--- src/rtl/core/cfla_ram.sv ---
// Generic single-write, single-read RAM with registered read data.
// No dependencies.
module cfla_ram #(
  parameter int W     = 8,
  parameter int DEPTH = 16
) (
  input  logic                     clk,
  input  logic                     we,
  input  logic [$clog2(DEPTH)-1:0] waddr,
  input  logic [W-1:0]             wdata,
  input  logic [$clog2(DEPTH)-1:0] raddr,
  output logic [W-1:0]             rdata
);

  logic [W-1:0] mem [DEPTH];

  always_ff @(posedge clk) begin
    if (we) begin
      mem[waddr] <= wdata;
    end
    rdata <= mem[raddr];
  end

endmodule

--- config.mk ---
export PLATFORM = sky130hd
export DESIGN_NAME = cfla_ram
export DESIGN_NICKNAME = d
export VERILOG_FILES = /design/src/rtl/core/cfla_ram.sv
export SDC_FILE = /design/constraint.sdc
export NUM_CORES = 1
export LEC_CHECK = 0
export ABC_AREA = 1
export BUFFER_PORTS_ARGS = -buffer_cell sky130_fd_sc_hd__buf_2
export CAP_MARGIN = 30
export CORE_ASPECT_RATIO = 1.4
export CORE_MARGIN = 5
export CORE_UTILIZATION = 38
export DETAILED_ROUTE_END_ITERATION = 6
export SLEW_MARGIN = 20
export SYNTH_ARGS = -nofsm -noshare
export SYNTH_HDL_FRONTEND = slang
export SYNTH_SLANG_ARGS = --single-unit
--- constraint.sdc ---
create_clock -name clk -period 1.3 [get_ports clk]
set_clock_uncertainty 0.2 [all_clocks]
set_input_delay 0.325 -clock clk [delete_from_list [all_inputs] [get_ports clk]]
set_output_delay 0.325 -clock clk [all_outputs]
set_load 0.1 [all_outputs]
=== Word level (Yosys, flattened, before mapping) ===
Memories as Yosys holds them, arrays and structs flattened. A register that Yosys moved wholly into a read port is not among the register bits.
Index checks and enable logic that the tools add are counted.
W data, S select, Z words.

* Mux-type cells: 2

{| class="wikitable"
|+ Operators with widths
! cell !! number
|-
| $mux W1 || 2
|}

* Bits in writable memories: 128
* Output and inout bits: 8
* Register bits: 0
* Memories: 1

{| class="wikitable"
|+ Memories
! name !! words !! width !! rd ports !! clocked after Yosys merged registers in !! write ports !! RTL line !! source
|-
| mem || 16 || 8 || 1 || 1 || 1 || 15 || <nowiki>logic [W-1:0] mem [DEPTH];</nowiki>
|}

=== Logic depth before layout (Yosys ltp) ===
* Word-level depth: 2
* Gate-level depth with buffers: 8
* Gate-level depth less buffers: 7

=== Least setup slack after synthesis ===
No wires, ideal clock.

* Path type: input-to-reg
* Start point: in waddr[2]
* End point: mem mem[10][0], enable pin
* Path slack: -0.176 ns
* Required time: 0.730 ns
* Setup time: 0.370 ns
* Path buffers: 0
* Data arrival time: 0.906 ns
* Stages: 2
* Path through: nand3b_1 -> nor2_1

{| class="wikitable"
|+ RTL lines
! element !! RTL line !! source
|-
| start, declared || 9 || <nowiki>input logic [$clog2(DEPTH)-1:0] waddr,</nowiki>
|-
| end, declared || 15 ||
|}

No word-level cell before the write port.

=== Worst setup path in the final report ===
* Start point: reg rdata[7], read port of mem
* End point: out rdata[7]

{| class="wikitable"
|+ RTL lines
! element !! RTL line !! source
|-
| start, declared || 12 || <nowiki>output logic [W-1:0] rdata</nowiki>
|}

No word-level cell between the ends.

==> results.sh <==
export IMPL_wl_per_cell_um=15.8
export IMPL_path_delay_family="flip-flops"
export IMPL_initial_core_util_pct=38.5
export IMPL_drc=0
export IMPL_synthMuxAreaShare_pct=0
export IMPL_core_um2=15000
export IMPL_syn_inst=551
export IMPL_clkPwrFrac_pct=48.2
export IMPL_synth_adder_area_share_pct=0
export IMPL_drv_slew=0
export IMPL_p_seq_share_pct=43.5
export IMPL_dieWidth_um=114
export IMPL_design_area_um2=7280
export IMPL_p_int_w=0.00901
export IMPL_min_path_type="in -> reg"
export IMPL_power_density_nw_per_um2=1570
export IMPL_rows=53
export IMPL_violations="negative setup slack"
export IMPL_crit_required_ps=770
export IMPL_worstSetupPathType="reg -> out"
export IMPL_avgSynthCellArea_um2=10.5
export IMPL_p_sw_w=0.00239
export IMPL_hold_slack_ps=132
export IMPL_ant_nets=0
export IMPL_finish_utilization_pct=48.6
export IMPL_grtUsageTotal_pct=15.1
export IMPL_synth_compound_area_share_pct=0
export IMPL_setup_tns_ps=-1170
export IMPL_synth_common_cells="nand2_1 (173), edfxtp_1 (128), inv_1 (100)"
export IMPL_rsz0062_at_grt="yes"
export IMPL_diodes=0
export IMPL_r2r_cells=6
export IMPL_finalHoldViolCount=0
export IMPL_worst_slew_pin_slew_ps=356
export IMPL_cp_depth=1
export IMPL_cts_max_path_buffers=2
export IMPL_fillers=1370
export IMPL_vias=3768
export IMPL_crit_chain="buf_12"
export IMPL_cts_buffers_inserted=17
export IMPL_synth_area_leader_cell="edfxtp_1"
export IMPL_insertion_delay_ps=410
export IMPL_post_route_min_period_ps=1470
export IMPL_area_growth_pct=26.2
export IMPL_max_slew_margin_pct=76.2
export IMPL_finalWirelength_mm=12.7
export IMPL_cts_tree="done"
export IMPL_synth_xor_area_share_pct=0
export IMPL_cts_max_level=4
export IMPL_synth_cell_type_count=12
export IMPL_regToRegStartpoint="mem[1][2]$_DFFE_PP_"
export IMPL_drive_gt1_share_pct=18.4
export IMPL_rrSetupSlack_ps=90
export IMPL_synth_simple_area_share_pct=21.0
export IMPL_p_comb_share_pct=8.4
export IMPL_firstDrtPassIters=6
export IMPL_die_h_um=156
export IMPL_gr_total_overflow=0
export IMPL_boundaryPins=26
export IMPL_clockRootBuffer="clkbuf_16"
export IMPL_cts_num_sinks=136
export IMPL_syn_area_um2=5770
export IMPL_first_global_vias=3696
export IMPL_port_buffers=25
export IMPL_outcome="finished, violations left"
export IMPL_synth_top_area_share_pct=66.7
export IMPL_fp_dieArea_um2=17800
export IMPL_p_total_w=0.0114
export IMPL_critPathMaxFanout=1
export IMPL_vias_per_cell=4.67
export IMPL_path_buf_inv=1
export IMPL_grt_max_degree=51
export IMPL_postCtsHoldBufs=0
export IMPL_switching_share_pct=21.0
export IMPL_slowest_stage="dfxtp_4"
export IMPL_p_leak_nw=3.09
export IMPL_final_nets=620
export IMPL_synth_fp_nets=569
export IMPL_antenna_found_initial=0
export IMPL_yosysMostFrequentCell="nand2_1"
export IMPL_drtIter0Drc=257
export IMPL_synth_flop_cell="edfxtp_1"
export IMPL_worstHoldStart="wdata[4]"
export IMPL_ys_seq_area_share_pct=69.4
export IMPL_async_flop_share_pct=0
export IMPL_yosys_warnings=0
export IMPL_globalplace_congestion=0.793
export IMPL_fin_ws_ps=-175
export IMPL_fmax_mhz=678
export IMPL_yosys_top_cells_area="edfxtp_1 (67%), nand2_1 (11%), nand3_1 (8.4%), inv_1 (6.5%), dfxtp_1 (2.8%)"
export IMPL_dpl_cell_area_um2=6590
export IMPL_hold_end="mem[5][4]$_DFFE_PP_"
export IMPL_hold_depth=1
export IMPL_max_cap_viol_count=0
export IMPL_peakVddDrop_v=0.000839
export IMPL_dp_hpwl_mm=8.56
export IMPL_arrival_ps=950
export IMPL_clk_pin_slew_worst_paths_ps=60
export IMPL_setup_viol=8
export IMPL_synth_edf_count=128
export IMPL_rr_endpoint="rdata[2]$_DFF_P_"
export IMPL_endpoint_kind="primary output"
export IMPL_cpPeakStageDelay_ps=370
export IMPL_grt_pass1_wl_mm=20.0
export IMPL_start_kind="flop"
export IMPL_fin_crit_sh_pct=113
export IMPL_synth_top_family_by_area="simple AND/OR/NAND/NOR gates"
export IMPL_synth_seq_cells=136
## how the worst max path moves through the flow
stage	startpoint	end	slack [ps]
after CTS	rdata[7]$_DFF_P_	rdata[7]	-200
after floorplan	waddr[2]	mem[10][0]$_DFFE_PP_	-100
after detailed placement	waddr[3]	mem[7][1]$_DFFE_PP_	-360
after global routing	rdata[7]$_DFF_P_	rdata[7]	-210
after global placement	waddr[3]	mem[4][3]$_DFFE_PP_	-340
final	rdata[7]$_DFF_P_	rdata[7]	-170
## sequential cells by signal, indices dropped and copies added, names as in the netlist
signal,flops
mem,128
rdata,8
## per-stage QoR
| step | instances | setup slack (ps) |
|---|---|---|
| 6_report | 807 | -175 |
| 5_1_grt | 807 | -207 |
| 4_1_cts | 807 | -202 |
| 3_5_place_dp | 775 | -363 |
| 3_3_place_gp | 775 | -342 |
| 2_1_floorplan | 551 | -98.6 |
## cells in the final DEF (no fill, tap or decap), drive strengths merged
cell type,instances
clkinvlp,3
dfxtp,8
inv,102
edfxtp,128
nand3,97
nor2,17
clkbuf,19
buf,56
nand2,173
nand3b,2
bufinv,7
clkinv,3
## repair_timing
item                                    4_1_cts  5_1_grt
endpoints found under the setup margin        8        8
setup buffers                                 0        0
resized for setup                             1        0
## layer usage
metal | wire length, um | vias to the layer above | GRT usage [%] | part of all wire, %
met2 | 6870 | 96 | 26.9 | 54
met4 | 193 | 0 | 5.77 | 1.5
met1 | 5170 | 1779 | 17.7 | 41
met5 | 0 | - | 0 | 0
li1 | - | 1879 | - | -
met3 | 476 | 14 | 3.41 | 3.7
## layout make-up
class,instances,area (um2),area share (%)
Clock buffer,19,433,5.95
Clock inverter,13,250,3.44
Inverter,102,383,5.26
Multi-Input combinational cell,289,1300,17.9
Sequential cell,136,4020,55.2
Tap cell,192,240,3.30
Timing Repair Buffer,56,653,8.98
## power by group through the flow
stage	clock, W	combinational [W]	sequential [W]
global route	0.00579	0.00102	0.00496
floorplan	0	0.000366	0.00523
CTS	0.00556	0.000965	0.00496
finish	0.00549	0.000952	0.00496
detailed placement	0	0.000958	0.00505
global placement	0	0.000951	0.00505
## cells by family (layout without fill, tap and decap cells)
kind of cell	count (synthesis)	in the layout
DFF	136	136
and+or+nand+nor	289	289
buffers and inverters	126	190
(Power assumes the default switching activity.)
