<file path="src/rtl/core/cfla_pkg.sv">
// Shared types and constants for the coalescing free-list allocator.
// No dependencies; referenced by the interfaces and imported by cfla_seq and the top level.
package cfla_pkg;

  localparam int STATUS_W = 3;
  localparam int ADDR_W   = 13;
  localparam int REQ_W    = 16;
  localparam int DIV_W    = 17;

  localparam logic FUNC_ALLOC = 1'b0;
  localparam logic FUNC_FREE  = 1'b1;

  typedef enum logic [2:0] {
    ST_OK      = 3'd0,
    ST_ZERO    = 3'd1,
    ST_NOMEM   = 3'd2,
    ST_BADFREE = 3'd3,
    ST_BADSIZE = 3'd4
  } status_t;

  typedef enum logic {
    CALL_FREE,
    CALL_GROW
  } caller_t;

  typedef enum logic [4:0] {
    S_IDLE,
    S_DIV,
    S_A_NX,
    S_A_P,
    S_A_RD,
    S_A_EV,
    S_A_SPLIT,
    S_G_CHK,
    S_G_OLD,
    S_G_NX,
    S_G_AD,
    S_F_RD,
    S_F_EV,
    S_I_RD,
    S_I_EV,
    S_I_F1,
    S_I_F2,
    S_I_F3,
    S_I_F4,
    S_DONE
  } state_t;

endpackage

</file>
<file path="src/rtl/core/cfla_req_if.sv">
// Request channel: allocate or free, valid/ready handshake.
// Depends on cfla_pkg.
interface cfla_req_if;
  logic                         valid;
  logic                         ready;
  logic                         func;
  logic [cfla_pkg::REQ_W-1:0]   request_bytes;
  logic [cfla_pkg::ADDR_W-1:0]  block_addr;

  modport source(output valid, func, request_bytes, block_addr, input ready);
  modport sink(input valid, func, request_bytes, block_addr, output ready);
endinterface

</file>
<file path="src/rtl/core/cfla_rsp_if.sv">
// Response channel: status and payload address, valid/ready handshake.
// Depends on cfla_pkg.
interface cfla_rsp_if;
  logic                          valid;
  logic                          ready;
  logic [cfla_pkg::STATUS_W-1:0] status;
  logic [cfla_pkg::ADDR_W-1:0]   payload_addr;

  modport source(output valid, status, payload_addr, input ready);
  modport sink(input valid, status, payload_addr, output ready);
endinterface

</file>
<file path="src/rtl/core/cfla_seq.sv">
// Allocation sequencer: size rounding, next-fit walk, growth and coalescing insert.
// Depends on cfla_pkg, cfla_req_if, cfla_rsp_if; drives the two header RAMs.
module cfla_seq #(
  parameter int HEAP_UNITS = 4096,
  parameter int GROW_UNITS = 1024,
  parameter int UNIT_BYTES = 16
) (
  input  logic                                clk,
  input  logic                                rst,
  input  logic                                hold,
  cfla_req_if.sink                            req,
  cfla_rsp_if.source                          rsp,
  output logic [$clog2(HEAP_UNITS+2)-1:0]     sz_raddr,
  input  logic [$clog2(HEAP_UNITS+2):0]       sz_rdata,
  output logic                                sz_we,
  output logic [$clog2(HEAP_UNITS+2)-1:0]     sz_waddr,
  output logic [$clog2(HEAP_UNITS+2):0]       sz_wdata,
  output logic [$clog2(HEAP_UNITS+2)-1:0]     nx_raddr,
  input  logic [$clog2(HEAP_UNITS+2)-1:0]     nx_rdata,
  output logic                                nx_we,
  output logic [$clog2(HEAP_UNITS+2)-1:0]     nx_waddr,
  output logic [$clog2(HEAP_UNITS+2)-1:0]     nx_wdata
);
  import cfla_pkg::*;

  localparam int AW  = $clog2(HEAP_UNITS + 2);
  localparam int SW  = AW + 1;
  localparam int WW  = AW + 3;
  localparam int GW  = $clog2(GROW_UNITS + 1);
  localparam int NW  = ((DIV_W > GW) ? DIV_W : GW) + 1;
  localparam int XW  = (WW > NW) ? WW : NW;
  localparam int BW  = $clog2(UNIT_BYTES);
  localparam int DS  = DIV_W + BW;
  localparam int MW  = DIV_W + 2;
  localparam int PW  = DIV_W + MW;
  localparam int SCW = $clog2(2 * (HEAP_UNITS + 1) + 6);
  localparam logic [XW-1:0] SLOTS   = XW'(HEAP_UNITS + 1);
  localparam logic [XW-1:0] A_BOUND = XW'(2 * (HEAP_UNITS + 1) + 4);
  localparam logic [XW-1:0] I_BOUND = XW'(HEAP_UNITS + 3);
  localparam logic [XW-1:0] GROW    = XW'(GROW_UNITS);
  localparam logic [MW-1:0] RECIP   =
    MW'(((longint'(1) << DS) + longint'(UNIT_BYTES) - 1) / longint'(UNIT_BYTES));

  function automatic logic [AW-1:0] ix(input logic [XW-1:0] v);
    return (v < SLOTS) ? v[AW-1:0] : '0;
  endfunction

  state_t            state, state_next;
  caller_t           caller;
  logic [DIV_W-1:0]  dq;
  logic [NW-1:0]     nunits;
  logic [AW-1:0]     prev, p, q, rover, bpr, ip, nxr, nbp, brk;
  logic [SCW-1:0]    step, ic;
  logic [SW-1:0]     grow_nu, old_sz, szbp;
  status_t           res_status;
  logic [AW-1:0]     res_payload;
  logic              ovalid;
  logic [STATUS_W-1:0] ostatus;
  logic [ADDR_W-1:0] opayload;

  logic [PW-1:0]     quot_prod;
  logic [XW-1:0]     sz_x, n_x, nun_x, p_x, ip_x, bpr_x, brk_x, addr_x, g_nu;
  logic [SW-1:0]     newsz;
  logic              a_fit, a_exact, a_ovf, g_ovf, g_fail, i_found, i_ovf;
  logic              f_bad, mrg_hi, mrg_lo, in_ok, load;

  assign sz_x    = XW'(sz_rdata);
  assign n_x     = XW'(nx_rdata);
  assign nun_x   = XW'(nunits);
  assign p_x     = XW'(p);
  assign ip_x    = XW'(ip);
  assign bpr_x   = XW'(bpr);
  assign brk_x   = XW'(brk);
  assign addr_x  = XW'(req.block_addr);
  assign quot_prod = PW'(dq) * PW'(RECIP);
  assign a_fit   = sz_x >= nun_x;
  assign a_exact = sz_x == nun_x;
  assign newsz   = sz_rdata - SW'(nunits);
  assign a_ovf   = XW'(step) + 1'b1 > A_BOUND;
  assign g_ovf   = XW'(step) + 1'b1 > A_BOUND;
  assign g_nu    = (nun_x < GROW) ? GROW : nun_x;
  assign g_fail  = (brk_x >= SLOTS) || (g_nu > SLOTS - brk_x);
  assign i_found = (bpr_x > ip_x && bpr_x < n_x) ||
                   (ip_x >= n_x && (bpr_x > ip_x || bpr_x < n_x));
  assign i_ovf   = XW'(ic) + 1'b1 > I_BOUND;
  assign f_bad   = (sz_x == '0) || (sz_x > brk_x - bpr_x);
  assign mrg_hi  = bpr_x + XW'(szbp) == XW'(nxr);
  assign mrg_lo  = ip_x + sz_x == bpr_x;
  assign in_ok   = req.valid && req.ready;
  assign load    = (state == S_DONE) && (!ovalid || rsp.ready);

  assign req.ready        = (state == S_IDLE) && !hold;
  assign rsp.valid        = ovalid;
  assign rsp.status       = ostatus;
  assign rsp.payload_addr = opayload;

  always_ff @(posedge clk) begin
    if (rst) begin
      state  <= S_IDLE;
      ovalid <= 1'b0;
      rover  <= '0;
      brk    <= AW'(1);
    end else begin
      state <= state_next;
      if (load) begin
        ovalid <= 1'b1;
      end else if (rsp.ready) begin
        ovalid <= 1'b0;
      end
      unique case (state)
        S_A_EV: begin
          if (a_fit) begin
            rover <= prev;
          end
        end
        S_I_F4: begin
          rover <= ip;
          if (caller == CALL_GROW) begin
            brk <= brk + AW'(grow_nu);
          end
        end
        default: begin
        end
      endcase
    end
  end

  always_ff @(posedge clk) begin
    if (load) begin
      ostatus  <= STATUS_W'(res_status);
      opayload <= ADDR_W'(res_payload);
    end
    unique case (state)
      S_IDLE: begin
        res_payload <= '0;
        dq          <= DIV_W'(req.request_bytes) + DIV_W'(UNIT_BYTES - 1);
        step        <= '0;
        bpr         <= AW'(addr_x - 1'b1);
        if (req.func == FUNC_ALLOC) begin
          res_status <= ST_ZERO;
        end else begin
          res_status <= ST_BADFREE;
        end
      end
      S_DIV: begin
        dq <= DIV_W'(quot_prod >> DS);
      end
      S_A_NX: begin
        nunits <= NW'(dq) + 1'b1;
        prev   <= rover;
      end
      S_A_P: begin
        p <= ix(n_x);
      end
      S_A_EV: begin
        if (a_fit) begin
          res_status  <= ST_OK;
          res_payload <= p + 1'b1;
          q           <= ix(p_x + XW'(newsz));
        end else if (p == rover) begin
          res_status <= ST_NOMEM;
        end else begin
          res_status <= ST_NOMEM;
          prev       <= p;
          p          <= ix(n_x);
          step       <= step + 1'b1;
        end
      end
      S_A_SPLIT: begin
        res_payload <= q + 1'b1;
      end
      S_G_CHK: begin
        grow_nu <= SW'(g_nu);
      end
      S_G_OLD: begin
        old_sz <= sz_rdata;
        bpr    <= brk;
        caller <= CALL_GROW;
        ip     <= rover;
        ic     <= '0;
      end
      S_G_AD: begin
        prev <= rover;
        p    <= ix(n_x);
        step <= step + 1'b1;
      end
      S_F_EV: begin
        res_status <= f_bad ? ST_BADSIZE : ST_OK;
        caller     <= CALL_FREE;
        ip         <= rover;
        ic         <= '0;
      end
      S_I_EV: begin
        if (i_found) begin
          nxr <= ix(n_x);
        end else begin
          ip <= ix(n_x);
          ic <= ic + 1'b1;
          if (caller == CALL_FREE && i_ovf) begin
            res_status <= ST_BADFREE;
          end
        end
      end
      S_I_F2: begin
        szbp <= sz_rdata;
        nbp  <= ix(n_x);
      end
      S_I_F3: begin
        if (mrg_hi) begin
          szbp <= szbp + sz_rdata;
        end else begin
          nbp <= nxr;
        end
      end
      default: begin
      end
    endcase
  end

  always_comb begin
    state_next = state;
    sz_raddr   = '0;
    nx_raddr   = '0;
    sz_we      = 1'b0;
    sz_waddr   = '0;
    sz_wdata   = '0;
    nx_we      = 1'b0;
    nx_waddr   = '0;
    nx_wdata   = '0;
    unique case (state)
      S_IDLE: begin
        if (in_ok) begin
          if (req.func == FUNC_ALLOC) begin
            state_next = (req.request_bytes == '0) ? S_DONE : S_DIV;
          end else if (addr_x < XW'(2) || addr_x > brk_x) begin
            state_next = S_DONE;
          end else begin
            state_next = S_F_RD;
          end
        end
      end
      S_DIV: begin
        state_next = S_A_NX;
      end
      S_A_NX: begin
        nx_raddr   = rover;
        state_next = S_A_P;
      end
      S_A_P: begin
        state_next = S_A_RD;
      end
      S_A_RD: begin
        sz_raddr   = p;
        nx_raddr   = p;
        state_next = S_A_EV;
      end
      S_A_EV: begin
        if (a_fit) begin
          if (a_exact) begin
            nx_we      = 1'b1;
            nx_waddr   = prev;
            nx_wdata   = nx_rdata;
            state_next = S_DONE;
          end else begin
            sz_we      = 1'b1;
            sz_waddr   = p;
            sz_wdata   = newsz;
            state_next = S_A_SPLIT;
          end
        end else if (p == rover) begin
          state_next = S_G_CHK;
        end else begin
          state_next = a_ovf ? S_DONE : S_A_RD;
        end
      end
      S_A_SPLIT: begin
        sz_we      = 1'b1;
        sz_waddr   = q;
        sz_wdata   = SW'(nunits);
        state_next = S_DONE;
      end
      S_G_CHK: begin
        sz_raddr   = brk;
        state_next = g_fail ? S_DONE : S_G_OLD;
      end
      S_G_OLD: begin
        sz_we      = 1'b1;
        sz_waddr   = brk;
        sz_wdata   = grow_nu;
        state_next = S_I_RD;
      end
      S_G_NX: begin
        nx_raddr   = rover;
        state_next = S_G_AD;
      end
      S_G_AD: begin
        state_next = g_ovf ? S_DONE : S_A_RD;
      end
      S_F_RD: begin
        sz_raddr   = bpr;
        state_next = S_F_EV;
      end
      S_F_EV: begin
        state_next = f_bad ? S_DONE : S_I_RD;
      end
      S_I_RD: begin
        nx_raddr   = ip;
        state_next = S_I_EV;
      end
      S_I_EV: begin
        if (i_found) begin
          state_next = S_I_F1;
        end else if (i_ovf) begin
          if (caller == CALL_GROW) begin
            sz_we    = 1'b1;
            sz_waddr = bpr;
            sz_wdata = old_sz;
          end
          state_next = S_DONE;
        end else begin
          state_next = S_I_RD;
        end
      end
      S_I_F1: begin
        sz_raddr   = bpr;
        nx_raddr   = nxr;
        state_next = S_I_F2;
      end
      S_I_F2: begin
        sz_raddr   = nxr;
        state_next = S_I_F3;
      end
      S_I_F3: begin
        sz_raddr = ip;
        nx_we    = 1'b1;
        nx_waddr = bpr;
        if (mrg_hi) begin
          sz_we    = 1'b1;
          sz_waddr = bpr;
          sz_wdata = szbp + sz_rdata;
          nx_wdata = nbp;
        end else begin
          nx_wdata = nxr;
        end
        state_next = S_I_F4;
      end
      S_I_F4: begin
        nx_we    = 1'b1;
        nx_waddr = ip;
        if (mrg_lo) begin
          sz_we    = 1'b1;
          sz_waddr = ip;
          sz_wdata = sz_rdata + szbp;
          nx_wdata = nbp;
        end else begin
          nx_wdata = bpr;
        end
        state_next = (caller == CALL_GROW) ? S_G_NX : S_DONE;
      end
      S_DONE: begin
        if (load) begin
          state_next = S_IDLE;
        end
      end
      default: begin
        state_next = S_IDLE;
      end
    endcase
  end

endmodule

</file>
<file path="src/flat_wrapper.sv">
// flat-port wrapper written by rule: the top's interface ports become plain ports
module cfla_seq_flat import cfla_pkg::*;
#(
  parameter int HEAP_UNITS = 4096,
  parameter int GROW_UNITS = 1024,
  parameter int UNIT_BYTES = 16
)
  (clk, rst, hold, sz_raddr, sz_rdata, sz_we, sz_waddr, sz_wdata, nx_raddr, nx_rdata, nx_we, nx_waddr, nx_wdata, req_valid, req_func, req_request_bytes, req_block_addr, req_ready, rsp_valid, rsp_status, rsp_payload_addr, rsp_ready);
  cfla_req_if req_i ();
  cfla_rsp_if rsp_i ();
  input  logic clk;
  input  logic rst;
  input  logic hold;
  output logic [$clog2(HEAP_UNITS+2)-1:0] sz_raddr;
  input  logic [$clog2(HEAP_UNITS+2):0] sz_rdata;
  output logic sz_we;
  output logic [$clog2(HEAP_UNITS+2)-1:0] sz_waddr;
  output logic [$clog2(HEAP_UNITS+2):0] sz_wdata;
  output logic [$clog2(HEAP_UNITS+2)-1:0] nx_raddr;
  input  logic [$clog2(HEAP_UNITS+2)-1:0] nx_rdata;
  output logic nx_we;
  output logic [$clog2(HEAP_UNITS+2)-1:0] nx_waddr;
  output logic [$clog2(HEAP_UNITS+2)-1:0] nx_wdata;
  input wire logic [$bits(req_i.valid)-1:0] req_valid;
  input wire logic [$bits(req_i.func)-1:0] req_func;
  input wire logic [$bits(req_i.request_bytes)-1:0] req_request_bytes;
  input wire logic [$bits(req_i.block_addr)-1:0] req_block_addr;
  output wire logic [$bits(req_i.ready)-1:0] req_ready;
  output wire logic [$bits(rsp_i.valid)-1:0] rsp_valid;
  output wire logic [$bits(rsp_i.status)-1:0] rsp_status;
  output wire logic [$bits(rsp_i.payload_addr)-1:0] rsp_payload_addr;
  input wire logic [$bits(rsp_i.ready)-1:0] rsp_ready;
  assign req_i.valid = req_valid;
  assign req_i.func = req_func;
  assign req_i.request_bytes = req_request_bytes;
  assign req_i.block_addr = req_block_addr;
  assign req_ready = req_i.ready;
  assign rsp_valid = rsp_i.valid;
  assign rsp_status = rsp_i.status;
  assign rsp_payload_addr = rsp_i.payload_addr;
  assign rsp_i.ready = rsp_ready;
  cfla_seq #(.HEAP_UNITS(HEAP_UNITS), .GROW_UNITS(GROW_UNITS), .UNIT_BYTES(UNIT_BYTES)) u_core (.clk(clk), .rst(rst), .hold(hold), .req(req_i), .rsp(rsp_i), .sz_raddr(sz_raddr), .sz_rdata(sz_rdata), .sz_we(sz_we), .sz_waddr(sz_waddr), .sz_wdata(sz_wdata), .nx_raddr(nx_raddr), .nx_rdata(nx_rdata), .nx_we(nx_we), .nx_waddr(nx_waddr), .nx_wdata(nx_wdata));
endmodule
</file>
<file path="config.mk">
export PLATFORM = sky130hd
export DESIGN_NAME = cfla_seq_flat
export DESIGN_NICKNAME = d
export VERILOG_FILES = /design/src/rtl/core/cfla_pkg.sv /design/src/rtl/core/cfla_req_if.sv /design/src/rtl/core/cfla_rsp_if.sv /design/src/rtl/core/cfla_seq.sv /design/src/flat_wrapper.sv
export SDC_FILE = /design/constraint.sdc
export NUM_CORES = 1
export LEC_CHECK = 0
export ABC_AREA = 1
export BUFFER_PORTS_ARGS = -buffer_cell sky130_fd_sc_hd__buf_2
export CORE_MARGIN = 1
export CORE_UTILIZATION = 30
export DETAILED_ROUTE_END_ITERATION = 16
export PLACE_DENSITY = 0.53
export SLEW_MARGIN = 0
export SYNTH_ARGS = -nofsm -noshare
export SYNTH_HDL_FRONTEND = slang
export SYNTH_SLANG_ARGS = --single-unit
</file>
<file path="constraint.sdc">
create_clock -name clk -period 5.2 [get_ports clk]
set_clock_uncertainty 0.1 [all_clocks]
set_input_delay 0.78 -clock clk [delete_from_list [all_inputs] [get_ports clk]]
set_output_delay 0.78 -clock clk [all_outputs]
set_load 0.01 [all_outputs]
</file>
---- Word-level counts from Yosys, hierarchy flattened ----
Index checks and enable logic that the tools add are counted.
storage, ports and cells
  register bits after elaboration ......... 261
  input bits .............................. 62
  output and inout port bits .............. 99
operators by class
  add/sub/neg operators ................... 17
  magnitude comparators ................... 14
  eq/ne operators ......................... 31
  multiplexer cells ....................... 85
  bitwise gates (word level) .............. 1
  reduce and logical (&&, ||, !) cells .... 48
operators with widths
  kind                                            number
  two-way mux 13 bit                              21
  one-hot mux 13 bit (2 select lines)             6
  two-way mux 14 bit                              11
  one-hot mux 13 bit (3 select lines)             3
  one-hot mux 5 bit (20 select lines)             1
  one-hot mux 14 bit (6 select lines)             1
  one-hot mux 13 bit (6 select lines)             1
  two-way mux 5 bit                               14
  one-hot mux 13 bit (5 select lines)             1
  one-hot mux 14 bit (2 select lines)             2
  one-hot mux 13 bit (4 select lines)             1
  adder 13 x 14 -> 15 bit                         3
  one-hot mux 14 bit (3 select lines)             1
  == test 5 x 4 -> 1 bit (second input constant)  8
  == test 18 x 13 -> 1 bit                        2
  one-hot mux 17 bit (2 select lines)             1
  adder 14 x 1 -> 15 bit (second input constant)  2
  adder 14 x 1 -> 14 bit (second input constant)  2
  adder 13 x 1 -> 13 bit (second input constant)  2
  greater-than comparator 13 bit                  2
  == test 5 x 3 -> 1 bit (second input constant)  4
  == test 5 bit (second input constant)           4
  adder 17 x 1 -> 18 bit (second input constant)  1
  == test 14 x 18 -> 1 bit                        1
  44 further kinds                                101

---- Longest topological paths before layout ----
Gate-level depths: netlist (run 1).
  depth in word-level cells ............... 6
  mapped depth ............................ 26
  depth with buffers taken out ............ 26

---- Least setup slack after synthesis (run 1) ----
No wires, ideal clock.
  path kind ............................... input -> register
  from .................................... in sz_rdata[0]
  to ...................................... reg u_core.q[2], data pin
  data arrival time ....................... 3.646 ns
  slack ................................... 1.195 ns
  stages on the path ...................... 22
  path through ............................ inv_1 > ha_1 > inv_1 > fa_1 > nand3_1 > nand2_1 > a21boi_0 > nor2_1 > nor2_1 > xnor2_1 > ha_1 > inv_1 > nor4_1 > nand3_1 > nand4_1 > a21o_1 > nand2_1 > o21bai_1 > nor2_1 > nand2_1 > buf_2 > nor2_1
on the way
  longest elaborated chain between the ends .. 3
ends and longest elaborated chain
  what                                   RTL line            RTL
  start: declaration                     flat_wrapper.sv:15  input logic [$clog2(HEAP_UNITS+2):0] sz_rdata;
  subtractor 14 bit *                    cfla_seq.sv:78      assign newsz = sz_rdata - SW'(nunits);
  adder 13 x 14 -> 15 bit *              cfla_seq.sv:159     q <= ix(p_x + XW'(newsz));
  less-than comparator 18 x 13 -> 1 bit  cfla_seq.sv:45      return (v < SLOTS) ? v[AW-1:0] : '0;
  end signal: assignment                 cfla_seq.sv:159
  end: declaration                       cfla_seq.sv:52      logic [AW-1:0] prev, p, q, rover, bpr, ip, nxr, nbp, brk;
Every way passes the cells marked *; elsewhere a longest branch is shown, timed or not.
A chain may end at the register's enable or synchronous reset.

---- Worst setup path after layout (run 1) ----
  from .................................... reg u_core.bpr[10]
  to ...................................... out sz_waddr[4]
on the way
  longest elaborated chain between the ends .. 6
  elaborated cells between the ends (all ways) .. 13
  classes of those cells .................. add/sub (1); order compare (2); eq/ne (2); mux (4); reduce/logical (4)
ends and longest elaborated chain
  what                                                                             RTL line            RTL
  start: declaration                                                               cfla_seq.sv:52
  start signal: assignment                                                         cfla_seq.sv:138     bpr <= AW'(addr_x - 1'b1);
  start signal: assignment                                                         cfla_seq.sv:177     bpr <= brk;
  parallel branches: the longest is 5 deep, another holds adder 13 x 14 -> 15 bit  -
  one-hot mux 13 bit (6 select lines) *                                            cfla_seq.sv:230     unique case (state)
  end: declaration                                                                 flat_wrapper.sv:17  output logic [$clog2(HEAP_UNITS+2)-1:0] sz_waddr;
Mark *: on every way between the ends.

==> run summary, run 1 <==
Least-Margin Pin Slew: 1200 ps
crit path from: u_core.bpr[10]$_DFFE_PP_
TritonCTS buffer count: 36
clock sink count: 261
Slew HR: 19.9%
pre-CTS setup slack: 513 ps
initial antenna violation count: 2
Core ar.: 68,900 um^2
Seq. cell area: 7520 um^2
R2R Setup Slk: 550 ps
ys flop type: edfxtp_1
RSZ-0062 raised after global routing: false
Reg2Reg Depth: 24
Pins Over Slew Limit: 0
clock latency on the worst-skew pair: 590 ps
busiest layer in global routing: met2
startpoint types: register
Slowest-stage cell, CP: edfxtp_1
Die Area: 71,200 um^2
critical path class: reg2out
area grow syn2layout: 16.5%
Post CTS Setup Buffer Count: 0
post-layout min period: 4970 ps
CTS root buffer: clkbuf_16
YS warnings: 0
fill count: 7,360
GRT Util Overall: 25.1%
nets@finish: 3,222
mean post-synth cell area: 7.59 um^2
met3 Track Usage GR: 4.62%
CP peak stage delay: 790 ps
Worst Setup EP: sz_waddr[4]
Longest Clk Path Bufs: 3
Static Leak: 11.2 nW
multi-input logic area: 11,900 um^2
Hold Path Class: reg2reg
wire per inst: 22.9 um
Tcrit/Tclk final: 95.5%
CTS tree: built
die width: 267 um
DR vias: 20,700
Final ANT Viol Nets: 0
total wire length: 90.0 mm
Critical Path RT: 4320 ps
DRC marker count from the first detailed-route iteration: 2,288
Peak supply drop: 0.000174 V
number of H-tree levels: 2
vias per cell: 5.26
PnR worst setup slack: 234 ps
PD cells: 458 nW/um^2
layout cell share with drive strength beyond 1: 10.7%
# resized after CTS: 0
count of cell types in the netlist: 51
final core utilization: 35.5%
number of I/O port buffers: 160
pin count of the biggest net entering global routing: 43
maximum fanout along the worst path: 18
final hold vios: 0
CP arrival: 4090 ps
first-pass GRT wire length: 130 mm
post-DP HPWL: 71.7 mm
Async SR Flop Fraction: 0%
met1 GRT Util: 33.4%
detailed-route DRC error count: 0
flops & latches, synth: 261
fmax: 0.201 GHz
reg2reg end: u_core.state[1]$_SDFFE_PP0P_
Worst Hold Slack: 319 ps
Die Ht: 267 um
cells along the critical path: ha_1 > a21oi_1 > o21ai_0 > a21oi_1 > o21ai_0 > nand2_1 > o21ai_0 > nand2_1 > nand4_2 > inv_2 > buf_4 > nand2_1 > nand4_1 > buf_2
vias in the first global route: 19,500
setup_tns: 0 ps
1st-pass router iterations: 8
FF-to-FF Start: u_core.bpr[4]$_DFFE_PP_
Overflow after GRT: 0
setup violators final: 0
Mapped Area: 21,000 um^2
status: complete, no violations
CP Capture Type: output port
CTS Hold Bufs: 0
Mapped Cells: 2,772
register area share after synthesis: 35.8%
Synth Net Count: 3,024
I/O pin cnt: 161
FP Rows: 96
Post-synth EDFFs: 229
Max-cap violations: 0
M2 GR Usage: 38.4%
Starting Density: 30.5%
GPL Wtd Cong: 1.04
register clock-pin slew on the reported worst setup and hold paths: 60 ps
==> placed cells by master (no fill, tap or decap), types with 10 or more instances in the layout <==
cell and instances:
o2111ai_1 10, inv_1 362, nor2_2 13, ha_1 183
o21ai_0 146, nor2_1 271, o211ai_1 22, clkbuf_16 36
dfxtp_1 32, a211o_1 11, nor3_1 32, o21bai_1 14
a31oi_1 19, nand4_1 76, a21o_1 11, nand3_1 158
buf_4 66, nor4_1 17, nand2_1 649, o22ai_1 11
xor2_1 103, buf_2 160, a21oi_1 197, edfxtp_1 229
xnor2_1 48
==> cell families after synthesis <==
group,after synthesis,synth area share (%)
xor+xnor,151,6.29
fa+ha+maj,190,11.6
flops,261,35.8
buf+inv,437,7.95
simple gates,1247,25.2
compound gates,486,13.3
==> synth_stat cells, drive strengths merged (10+ instances only) <==
| cell | count | area share [%] |
|---|---|---|
| clkbuf | 53 | 0.95 |
| o211ai | 22 | 0.79 |
| buf | 13 | 0.38 |
| nand2 | 652 | 12 |
| nor4 | 17 | 0.51 |
| a31oi | 19 | 0.57 |
| ha | 183 | 11 |
| o21bai | 14 | 0.50 |
| xnor2 | 48 | 2.0 |
| nor3 | 35 | 0.88 |
| nor2 | 286 | 5.3 |
| a211o | 11 | 0.46 |
| nand4 | 78 | 2.4 |
| a21oi | 197 | 4.7 |
| dfxtp | 32 | 3.0 |
| edfxtp | 229 | 33 |
| o21ai | 160 | 3.9 |
| o22ai | 11 | 0.33 |
| xor2 | 103 | 4.3 |
| nand3 | 160 | 3.9 |
| a21o | 11 | 0.39 |
| o2111ai | 10 | 0.42 |
| inv | 367 | 6.6 |
==> worst min-delay path by stage <==
stage / start / to / slack, ps / cells after the start
global placement: u_core.res_payload[2]$_SDFFCE_PN0P_ / u_core.rsp.payload_addr[2]$_DFFE_PP_ / 300 / 0
detailed placement: u_core.res_payload[6]$_SDFFCE_PN0P_ / u_core.rsp.payload_addr[6]$_DFFE_PP_ / 310 / 0
finish: u_core.res_payload[9]$_SDFFCE_PN0P_ / u_core.rsp.payload_addr[9]$_DFFE_PP_ / 320 / 0
global route: u_core.res_payload[2]$_SDFFCE_PN0P_ / u_core.rsp.payload_addr[2]$_DFFE_PP_ / 330 / 0
CTS: u_core.res_payload[9]$_SDFFCE_PN0P_ / u_core.rsp.payload_addr[9]$_DFFE_PP_ / 320 / 0
floorplan: u_core.res_payload[0]$_SDFFCE_PN0P_ / u_core.rsp.payload_addr[0]$_DFFE_PP_ / 300 / 0
==> layout make-up <==
cell class                 instances  area share [%]
clock inverter                    20            1.29
inverter                         371            5.68
tap                              931            4.75
timing repair buffer             226            5.29
sequential                       261            30.7
multi-input combinational       2074            48.4
clock buffer                      45            3.90
antenna                            2          0.0204
==> per-stage QoR <==
| step | instances | area, um^2 | total power, mW |
|---|---|---|---|
| global route | 3928 | 24500 | 11.9 |
| finish | 3930 | 24500 | 11.2 |
| detailed placement | 3863 | 23200 | 8.42 |
| global placement | 3863 | 23200 | 8.43 |
| CTS | 3928 | 24500 | 11.2 |
| floorplan | 2772 | 21000 | 6.63 |
==> state kept, by name, indices dropped and copies added, names as in the netlist <==
name	cells
u_core.nun_x	18
u_core.dq	17
u_core.grow_nu	14
u_core.ic	14
u_core.old_sz	14
u_core.step	14
u_core.szbp	14
u_core.bpr	13
u_core.brk	13
u_core.ip	13
u_core.nbp	13
u_core.nxr	13
u_core.p	13
u_core.prev	13
u_core.q	13
u_core.res_payload	13
u_core.rover	13
u_core.rsp.payload_addr	13
u_core.state	5
u_core.res_status	3
u_core.rsp.status	3
u_core.caller	1
u_core.rsp.valid	1
==> report_power, final <==
part	internal (mW)	switching [mW]	total, mW
Sequential	2.95	0.544	3.50
Clock	1.67	1.06	2.72
Combinational	1.65	3.35	5.00
Total	6.27	4.95	11.2
==> per-layer routing <==
layer,up-vias,share of wire [%]
li1,9814,-
met1,9600,43
met2,1016,43
met4,2,6.0
met5,-,0.018
met3,228,8.2
==> worst max-delay path, delay by kind of cell, from the launching register on <==
kind	cells	cell delay, ps
and+or+nand+nor	5	810
buffers and inverters	3	800
DFF	1	790
AOI/OAI and AO/OA	5	730
adders and majority gates	1	370
No activity file was read; power rests on OpenSTA's default activity.
==> run 2, diff against run 1 <==
- ABC_AREA: 1 -> 0
- CAP_MARGIN: default -> 40
==> run summary, run 2 <==
Hold Startpoint: u_core.res_payload[2]$_SDFFCE_PN0P_
YS warnings: 0 (unchanged)
cells along the critical path: ha_4 > fa_1 > xor2_1 > nor3_2 > o221ai_2 > nor4b_2 > nand4_1 > nor4_4 > o211ai_4 > mux2_1 > a221o_1 > buf_2
1st-pass router iterations: 7 (-1)
status: complete, no violations
Pins Over Slew Limit: 0 (unchanged)
Starting Density: 30.4% (-0.058 points)
nets@finish: 2,827 (-12%)
clock sink count: 261 (unchanged)
vias in the first global route: 18,900 (-2.8%)
CTS tree: built
Async SR Flop Fraction: 0% (unchanged)
setup violators final: 0 (unchanged)
RSZ-0062 raised after global routing: false
Core ar.: 68,900 um^2 (unchanged)
Longest Clk Path Bufs: 3 (unchanged)
DR vias: 20,000 (-3.4%)
Reg2Reg Depth: 22 (-8.3%)
final core utilization: 36.2% (+0.66 points)
GRT Util Overall: 24.3% (-0.77 points)
Placed Cells: 3,454 (-11%)
clock latency on the worst-skew pair: 580 ps (about the same)
Yosys top cell area share: 32.8% (+0.062 points)
post-layout min period: 5110 ps (+142 ps)
Least-Margin Pin Slew: 944 ps (-252 ps)
CP Capture Type: output port
most frequent cell after synthesis: nand2_1
critical path class: reg2out
CTS Hold Bufs: 0 (unchanged)
Post-synth EDFFs: 229 (unchanged)
pre-CTS setup slack: -177 ps (-690 ps)
Slowest-stage cell, CP: edfxtp_1
maximum fanout along the worst path: 5 (-13)
post-synth top area cell: edfxtp_1
WL met2: 39.4 mm (+1.9%)
initial antenna violation count: 5 (+3)
TritonCTS buffer count: 36 (unchanged)
Tcrit/Tclk final: 98.2% (+2.7 points)
PD cells: 456 nW/um^2 (-0.37%)
commonest cells in the netlist: 289 x nand2_1, 229 x edfxtp_1, 186 x nor2_1
multi-input logic area: 12,700 um^2 (+6.7%)
fmax: 0.196 GHz (-2.8%)
I/O pin cnt: 161 (unchanged)
post-DP HPWL: 69.3 mm (-3.3%)
CP delay by family, top: simple AND/OR/NAND/NOR gates
hold endpoint: u_core.rsp.payload_addr[2]$_DFFE_PP_
Mapped Area: 21,000 um^2 (-0.19%)
Critical Path RT: 4320 ps (about the same)
Hold Path Class: reg2reg
CP peak stage delay: 560 ps (-230 ps)
Final ANT Viol Nets: 0 (unchanged)
detailed-route DRC error count: 0 (unchanged)
count of cell types in the netlist: 93 (+82%)
Peak supply drop: 0.000265 V (+52%)
Worst Hold Slack: 316 ps (-2.13 ps)
Highest Signal Layer: met5
wire per inst: 25.1 um (+9.5%)
Non-Filler Instances: 3,534 (-10%)
commonest non-fill, non-tap cell in the layout: nand2_1
pin count of the biggest net entering global routing: 42 (-2.3%)
reg2reg end: u_core.q[12]$_SDFFCE_PP0P_
startpoint types: register
vias per cell: 5.65 (+7.5%)
flops & latches, synth: 261 (unchanged)
GPL Wtd Cong: 1.01 (-3.4%)
number of I/O port buffers: 160 (unchanged)
Synth Net Count: 2,593 (-14%)
Static Leak: 10.4 nW (-6.9%)
hold depth: 0 (unchanged)
Seq. cell area: 7520 um^2 (unchanged)
number of H-tree levels: 2 (unchanged)
final hold vios: 0 (unchanged)
fill count: 7,167 (-2.6%)
Overflow after GRT: 0 (unchanged)
DRC marker count from the first detailed-route iteration: 2,455 (+7.3%)
total wire length: 88.7 mm (-1.5%)
mean post-synth cell area: 8.96 um^2 (+18%)
R2R Setup Slk: 370 ps (-180 ps)
layout cell share with drive strength beyond 1: 16.8% (+6.1 points)
Mapped Cells: 2,341 (-16%)
register clock-pin slew on the reported worst setup and hold paths: 60 ps (about the same)
PnR worst setup slack: 91.8 ps (-142 ps)
met3 wire len: 7.60 mm (+3.4%)
first-pass GRT wire length: 127 mm (-2.2%)
largest cells by area after synthesis: edfxtp_1 33%, ha_1 11%, nand2_1 5.2%
Max-cap violations: 0 (unchanged)
area grow syn2layout: 19.0%
DRT met1 WL: 36.9 mm (-4.2%)
Slew HR: 37.0% (+17 points)
register area share after synthesis: 35.8% (+0.068 points)
die width: 266 um (about the same)
CP arrival: 4230 ps (+140 ps)
max reg flops: 18 (unchanged)
setup_tns: 0 ps (unchanged)
Die Area: 71,000 um^2 (-0.19%)
CTS root buffer: clkbuf_16
most frequent cells in the layout: 288 x nand2_1, 229 x edfxtp_1, 182 x nor2_1
FF-to-FF Start: u_core.nun_x[0]$_DFFE_PP_
CP Buf/Inv Count: 1 (-2)
Die Ht: 266 um (about the same)
FP Rows: 96 (unchanged)
ys flop type: edfxtp_1
[run 2: cell families after synthesis]
kind of cell | Yosys count | share of synthesized area [%]
compound gates | 607 | 19.7
xor+xnor | 183 | 7.67
fa+ha+maj | 192 | 11.7
buf+inv | 255 | 4.75
flops | 261 | 35.8
mux | 64 | 3.24
simple gates | 779 | 17.2
[run 2: stage by stage]
step                      power, mW  area [um^2]
after global placement         8.70        23500
after detailed placement       8.76        23600
after floorplan                6.73        21000
final                          11.4        25000
after CTS                      11.3        24800
after global routing           12.0        25000
[run 2: repair_timing]
item,CTS,global route
resized for setup,8,31
buffers inserted,6,7
endpoints found under the setup margin,30,43
pin swaps,8,18
gates cloned,0,1
[run 2: cell type report]
type,instances,area share [%]
Inverter,149,2.24
Multi-Input combinational cell,1825,50.7
Clock buffer,44,3.73
Timing Repair Buffer,302,7.72
Sequential cell,261,30.1
Tap cell,931,4.67
Antenna cell,1,0.0100
Clock inverter,21,0.827
[run 2: metal layers]
layer | vias to the layer above | global-route usage (%)
li1 | 9152 | -
met1 | 9666 | 32.1
met2 | 960 | 38.8
met3 | 182 | 4.14
met4 | 4 | 10.9
met5 | - | 0
[run 2: how the worst max path moves through the flow]
stage,endpoint,startpoint,cells after the start
after floorplan,u_core.ic[0]$_SDFFCE_PN0P_,nx_rdata[6],10
after global placement,u_core.q[10]$_SDFFCE_PP0P_,sz_rdata[0],22
after detailed placement,u_core.q[10]$_SDFFCE_PP0P_,sz_rdata[0],22
after CTS,sz_waddr[11],u_core.szbp[0]$_DFFE_PP_,13
after global routing,sz_waddr[11],u_core.nun_x[0]$_DFFE_PP_,14
final,nx_wdata[11],u_core.ip[0]$_DFFE_PP_,12
[run 2: power breakdown]
| group | internal [mW] | leakage [nW] | switching, mW |
|---|---|---|---|
| Sequential | 2.95 | 2.41 | 0.528 |
| Combinational | 2.11 | 7.44 | 3.36 |
| Clock | 1.40 | 0.540 | 1.05 |
